`src/hw/rtl/stot_pkg.sv`:
```
// Shared constants and types for the sphere-triangle overlap test.
// Used by the multiplier, the lanes, the plane unit, the top level and the checker.
// Depends on nothing.
package stot_pkg;

   // Default coordinate width of the fixed-point vertices and center.
   localparam int COORD_BITS_DEFAULT = 16;

   // Limb width of the pipelined wide multiplier; partial products are at
   // most (LIMB+1) x (LIMB+1) bits.
   localparam int MUL_LIMB_BITS = 24;

   // Pipeline depth of the wide multiplier: partial products, row sums, final sum.
   localparam int MUL_LATENCY = 3;

   // Response data width: the overlap flag padded to a byte.
   localparam int RSP_TDATA_BITS = 8;

   // Register file addressing.
   localparam int CSR_INDEX_BITS = 2;
   typedef logic [CSR_INDEX_BITS-1:0] csr_index_type;

   localparam csr_index_type CSR_CENTER_X = 2'd0;
   localparam csr_index_type CSR_CENTER_Y = 2'd1;
   localparam csr_index_type CSR_CENTER_Z = 2'd2;
   localparam csr_index_type CSR_RADIUS   = 2'd3;

endpackage

```
`src/hw/rtl/stot_mul.sv`:
```
// Pipelined signed multiplier built from narrow limb products.
// Three register stages: partial products, row sums, final sum.
// Depends on stot_pkg for the limb width.
module stot_mul #(
   parameter int AW = 16,
   parameter int BW = 16
) (
   input  logic                    clock,
   input  logic                    en,
   input  logic signed [AW-1:0]    a,
   input  logic signed [BW-1:0]    b,
   output logic signed [AW+BW-1:0] p
);

   localparam int LW = stot_pkg::MUL_LIMB_BITS;
   localparam int NA = (AW + LW - 1) / LW;
   localparam int NB = (BW + LW - 1) / LW;
   localparam int PW = AW + BW;

   logic signed [NA*LW-1:0] ax;
   logic signed [NB*LW-1:0] bx;
   logic signed [LW:0]      al [NA];
   logic signed [LW:0]      bl [NB];
   logic signed [2*LW+1:0]  pp_ff [NA][NB];
   logic signed [PW-1:0]    row_c [NA];
   logic signed [PW-1:0]    row_ff [NA];
   logic signed [PW-1:0]    sum_c;
   logic signed [PW-1:0]    p_ff;

   assign ax = (NA*LW)'(a);
   assign bx = (NB*LW)'(b);

   // Lower limbs are unsigned, the top limb carries the sign.
   for (genvar i = 0; i < NA; i++) begin : g_al
      if (i == NA - 1) begin : g_top
         assign al[i] = {ax[NA*LW-1], ax[i*LW +: LW]};
      end else begin : g_low
         assign al[i] = {1'b0, ax[i*LW +: LW]};
      end
   end
   for (genvar j = 0; j < NB; j++) begin : g_bl
      if (j == NB - 1) begin : g_top
         assign bl[j] = {bx[NB*LW-1], bx[j*LW +: LW]};
      end else begin : g_low
         assign bl[j] = {1'b0, bx[j*LW +: LW]};
      end
   end

   // Stage one: every limb pair multiplied in parallel.
   always_ff @(posedge clock) begin
      if (en) begin
         for (int i = 0; i < NA; i++) begin
            for (int j = 0; j < NB; j++) begin
               pp_ff[i][j] <= al[i] * bl[j];
            end
         end
      end
   end

   // Stage two: one row per limb of a, modulo the product width.
   always_comb begin
      for (int i = 0; i < NA; i++) begin
         row_c[i] = '0;
         for (int j = 0; j < NB; j++) begin
            row_c[i] = row_c[i] + (PW'(pp_ff[i][j]) <<< (j * LW));
         end
      end
   end

   always_ff @(posedge clock) begin
      if (en) begin
         row_ff <= row_c;
      end
   end

   // Stage three: rows weighted and added.
   always_comb begin
      sum_c = '0;
      for (int i = 0; i < NA; i++) begin
         sum_c = sum_c + (row_ff[i] <<< (i * LW));
      end
   end

   always_ff @(posedge clock) begin
      if (en) begin
         p_ff <= sum_c;
      end
   end

   assign p = p_ff;

endmodule

```
`config.mk`:
```
export PLATFORM = sky130hd
export DESIGN_NAME = stot_mul
export DESIGN_NICKNAME = d
export VERILOG_FILES = /design/src/hw/rtl/stot_pkg.sv /design/src/hw/rtl/stot_mul.sv
export SDC_FILE = /design/constraint.sdc
export NUM_CORES = 1
export LEC_CHECK = 0
export ABC_AREA = 0
export ABC_CLOCK_PERIOD_IN_PS = 14700
export BUFFER_PORTS_ARGS = -buffer_cell sky130_fd_sc_hd__buf_2
export CORE_AREA = 4 4 207 148
export DETAILED_ROUTE_END_ITERATION = 8
export DIE_AREA = 0 0 211 152
export GPL_TIMING_DRIVEN = 0
export HOLD_SLACK_MARGIN = 0.12
export SLEW_MARGIN = 15
export SYNTH_ARGS = -nofsm -noshare
export SYNTH_HDL_FRONTEND = slang
export SYNTH_SLANG_ARGS = --single-unit
```
`constraint.sdc`:
```
create_clock -name clock -period 14.7 [get_ports clock]
set_input_delay 0.735 -clock clock [delete_from_list [all_inputs] [get_ports clock]]
set_output_delay 0.735 -clock clock [all_outputs]
set_load 0.005 [all_outputs]
```
After elaboration in Yosys (flattened, before gate mapping)
Memories as Yosys holds them, arrays and structs flattened. A register that Yosys moved wholly into a read port is not among the register bits. Cells that the tools add are included.

Shifts and indexed selects: 0. Order comparisons: 0. Multiply operators: 1. Eq/ne operators: 0. Bitwise logic cells: 0. Reductions and logical operators: 0. Div/mod/pow operators: 0. $add $sub $neg: 0. Multiplexer cells: 2.

Operator list (count): multiplier 16 x 16 -> 32 bit (1); two-way mux 1 bit (2).

Logic and storage cells: 5. Input bits: 34. Memories: 1. Bits in latches: 0. Memory bits (read-only): 0. Flip-flop bits (word level): 32. Output and inout bits: 32. Bits in writable memories: 50.

Memory list: pp_ff (words 1, width 50, read ports 1, clocked after memory_dff 1, wr ports 1, line stot_mul.sv:24) `logic signed [2*LW+1:0] pp_ff [NA][NB];`.

Longest topological paths before layout
Word-level depth: 2. Gate-level depth with buffers: 23. Depth with buffers taken out: 22.

Least setup slack after synthesis
Ideal clock, no wire load.

Kind: input port to flip-flop. Start: input port a[7]. End: memory pp_ff[0][48] (netlist name), data pin. Arrival time: 6061 ps. Data required time: 14434 ps. Cell stages on the path: 21. Buffers on the path: 1. Setup time: 266 ps. Slack: 8373 ps. Path through: clkbuf_1 nand2_1 fa_1 inv_1 fa_1 inv_1 fa_1 inv_1 fa_1 fa_1 inv_1 fa_1 inv_1 ha_1 and3_4 a221o_1 a2bb2oi_2 o31ai_2 a221o_1 nor4b_1 nor4_1.

Cells in the longest elaborated chain, start to end: 1.

RTL lines: from (decl) (line stot_mul.sv:10) `input logic signed [AW-1:0] a,`; multiplier 16 x 16 -> 32 bit (line stot_mul.sv:54) `pp_ff[i][j] <= al[i] * bl[j];`; to (decl) (line stot_mul.sv:24).

Every way passes these cells.

Worst setup path after layout
Start: input port b[2]. End: memory pp_ff[0][48] (netlist name), data pin.

Cells in the longest elaborated chain, start to end: 1.

RTL lines: from (decl) (line stot_mul.sv:11) `input logic signed [BW-1:0] b,`; multiplier 16 x 16 -> 32 bit (line stot_mul.sv:54).

Every way passes these cells.

==> impl_metrics.toml <==
[outcome]
status = "completed"

[setup_path]
reg2reg_slack_ps = 14070
endpoint_kind = "register"
cp_top_family = "adder cells"
critPathArrivalTime_ps = 7390
r2r-end = "p[1]"
startpoint_type = "primary input"
reg2reg_from = "row_ff[1]"
cp_max_fo = 10
worst-path-stages = 19
cp-startpoint = "b[2]"
cp.required_ps = 14860
slowest_stage = "fa_1"
critPathBufInv = 5
r2r_cells = 0
worstSetupPathType = "primary input to register"
crit_path_end = "pp_ff[0][48]"
worst_path_most_repeated_cell = "fa_1"
cpPeakStageDelay_ps = 920
crit_chain = "buf_2 > clkbuf_1 > nand2_1 > inv_1 > fa_1 > fa_1 > fa_1 > fa_1 > fa_1 > inv_1 > fa_1 > inv_1 > ha_1 > a21oi_1 > o211ai_1 > a21o_1 > a221o_1 > nor3b_1 > nor4_1"

[place]
place_congestion = 0.969
dp_hpwl_um = 24800
placedInstanceArea_sq_mm = 0.0136
io_buffer_count = 65

[routing]
wl_um = 30400
wl_per_cell_um = 18.4
drc_errors = 0
final_antenna_net_count = 0
drt_first_pass_iters = 5
drtIter0Drc = 555
vias_per_cell = 4.92
vias = 8120

[sta]
drv_slew = 0
final.period_utilization_pct = 49.1
worstMarginPinSlew_ps = 779
maxSlewHeadroom_pct = 48.1
hold_ws_ps = 413
layout_min_cycle_time_ps = 7220
fin_tns_setup_ps = 0
hold_viol = 0
setup_violations = 0
rsz0062_at_grt = "no"
fin_worst_skew_ps = 7.88
max_freq_mhz = 138

[synthesis]
synthFlopType = "edfxtp_1"
synthTopCellsByCount = "inv_1, fa_1, nand2_1"
synth_cells = 1193
synth-simple-area-share_pct = 11.7
synthesis.nets = 1571
yosysSeqAreaShare_pct = 22.6
ys_ff_latch = 96
ys_async_sr_fraction_pct = 0
netlist_top_cells_area = "fa_1, edfxtp_1, inv_1, ha_1, and2_1"
yosysTopAreaCellShare_pct = 41.1
yosys.area.top_type = "fa_1"
synth_top_family_by_area = "adder cells"
synth_fa_ha_area_share_pct = 49.2
synth.most_common_cell = "inv_1"
synth_area_sq_mm = 0.0128
yosys_warnings = 0
synth-compound-area-share_pct = 3.97
syn-mean-instance-area_sq_um = 10.7
synthMuxAreaShare_pct = 0
synth_edf_count = 96
yosys.cell_types.count = 45
synth_xor_area_share_pct = 2.47

[clock_network]
cts-buffers-inserted = 9
cts_setup_buffers = 0
cts_tree = "done"
cts_root_buffer = "clkbuf_16"
numClockSinks = 96
ctsResizeCount = 0
h-tree-depth = 3
worstSkewPairLatency_ps = 350
cts_buffer_depth = 2
cts_hold_buf = 0
path_clk_slew_ps = 70

[floorplan]
initial_utilization_pct = 44.5
die_y_um = 152
die_w_um = 211
io_pins = 66
dieArea_sq_mm = 0.0321
core_sq_mm = 0.0287
num_rows = 52

[global_route]
grtUsageTotal_pct = 19.7
grt_pass1_vias = 8431
antenna_found_initial = 0
grt_max_degree = 63
grt_pass1_wl_um = 48500
grt_overflow = 0

[job]
drv_cap = 0

[hold_path]
hold_class = "register to register"
hold_path_depth = 0

[cells_and_area]
design_area_sq_mm = 0.0139
syn2layout_area_growth_pct = 8.99
antennaDiodeCount = 0
final_nets = 1648
drive_gt1_share_pct = 6.99
utilization_pct = 48.4
-- layout make-up --
cell class | count | area (sq um)
Tap cell | 378 | 473
Inverter | 312 | 1170
Timing Repair Buffer | 66 | 355
Multi-Input combinational cell | 753 | 8580
Sequential cell | 96 | 2880
Clock inverter | 6 | 92.6
Fill cell | 2695 | 14800
Clock buffer | 9 | 225
Buffer | 32 | 120
-- stage by stage --
step	instances	setup WS, ps
finish	1652	7480
global route	1652	7130
CTS	1652	7560
detailed placement	1637	7200
global placement	1636	7280
floorplan	1193	8370
-- logic make-up (layout without fill, tap and decap cells) --
family | count (synthesis) | after routing
AND/OR/NAND/NOR | 298 | 298
AO/OA/AOI/OAI | 75 | 75
adder cells (fa/ha/maj) | 344 | 344
flip-flops | 96 | 96
XOR/XNOR | 36 | 36
buffers and inverters | 344 | 425
-- flip-flops by register name, summed over array words and instances, names as in the netlist --
register  count
row_ff       32
pp_ff        32
p            32
-- layer usage --
| metal | vias up | routed length, um | GRT usage [%] | part of all wire, % |
|---|---|---|---|---|
| li1 | 3718 | - | - | - |
| met4 | 0 | 347 | 3.39 | 1.1 |
| met3 | 23 | 3070 | 6.20 | 10 |
| met5 | - | 0 | 0 | 0 |
| met2 | 300 | 11900 | 26.3 | 39 |
| met1 | 4079 | 15100 | 31.7 | 50 |
-- layout by cell type, fill, tap and decap left out, types with 17 or more instances in the layout --
| master | count |
|---|---|
| fa_1 | 262 |
| xnor2_1 | 30 |
| a21oi_1 | 22 |
| buf_2 | 64 |
| clkbuf_1 | 31 |
| and2_1 | 119 |
| nor2_1 | 17 |
| edfxtp_1 | 96 |
| ha_1 | 82 |
| nand2_1 | 136 |
| inv_1 | 312 |
-- worst min path at each step --
stage	to	slack, ps	startpoint
finish	p[18]	410	row_ff[18]
global route	row_ff[9]	420	pp_ff[0][9]
CTS	p[18]	410	row_ff[18]
detailed placement	p[24]	400	row_ff[24]
global placement	p[4]	400	row_ff[4]
floorplan	p[0]	400	row_ff[0]
Power is left out: the tool's default activity adds up to more than one toggle a clock period on the data nets, which glitch-free logic cannot reach.
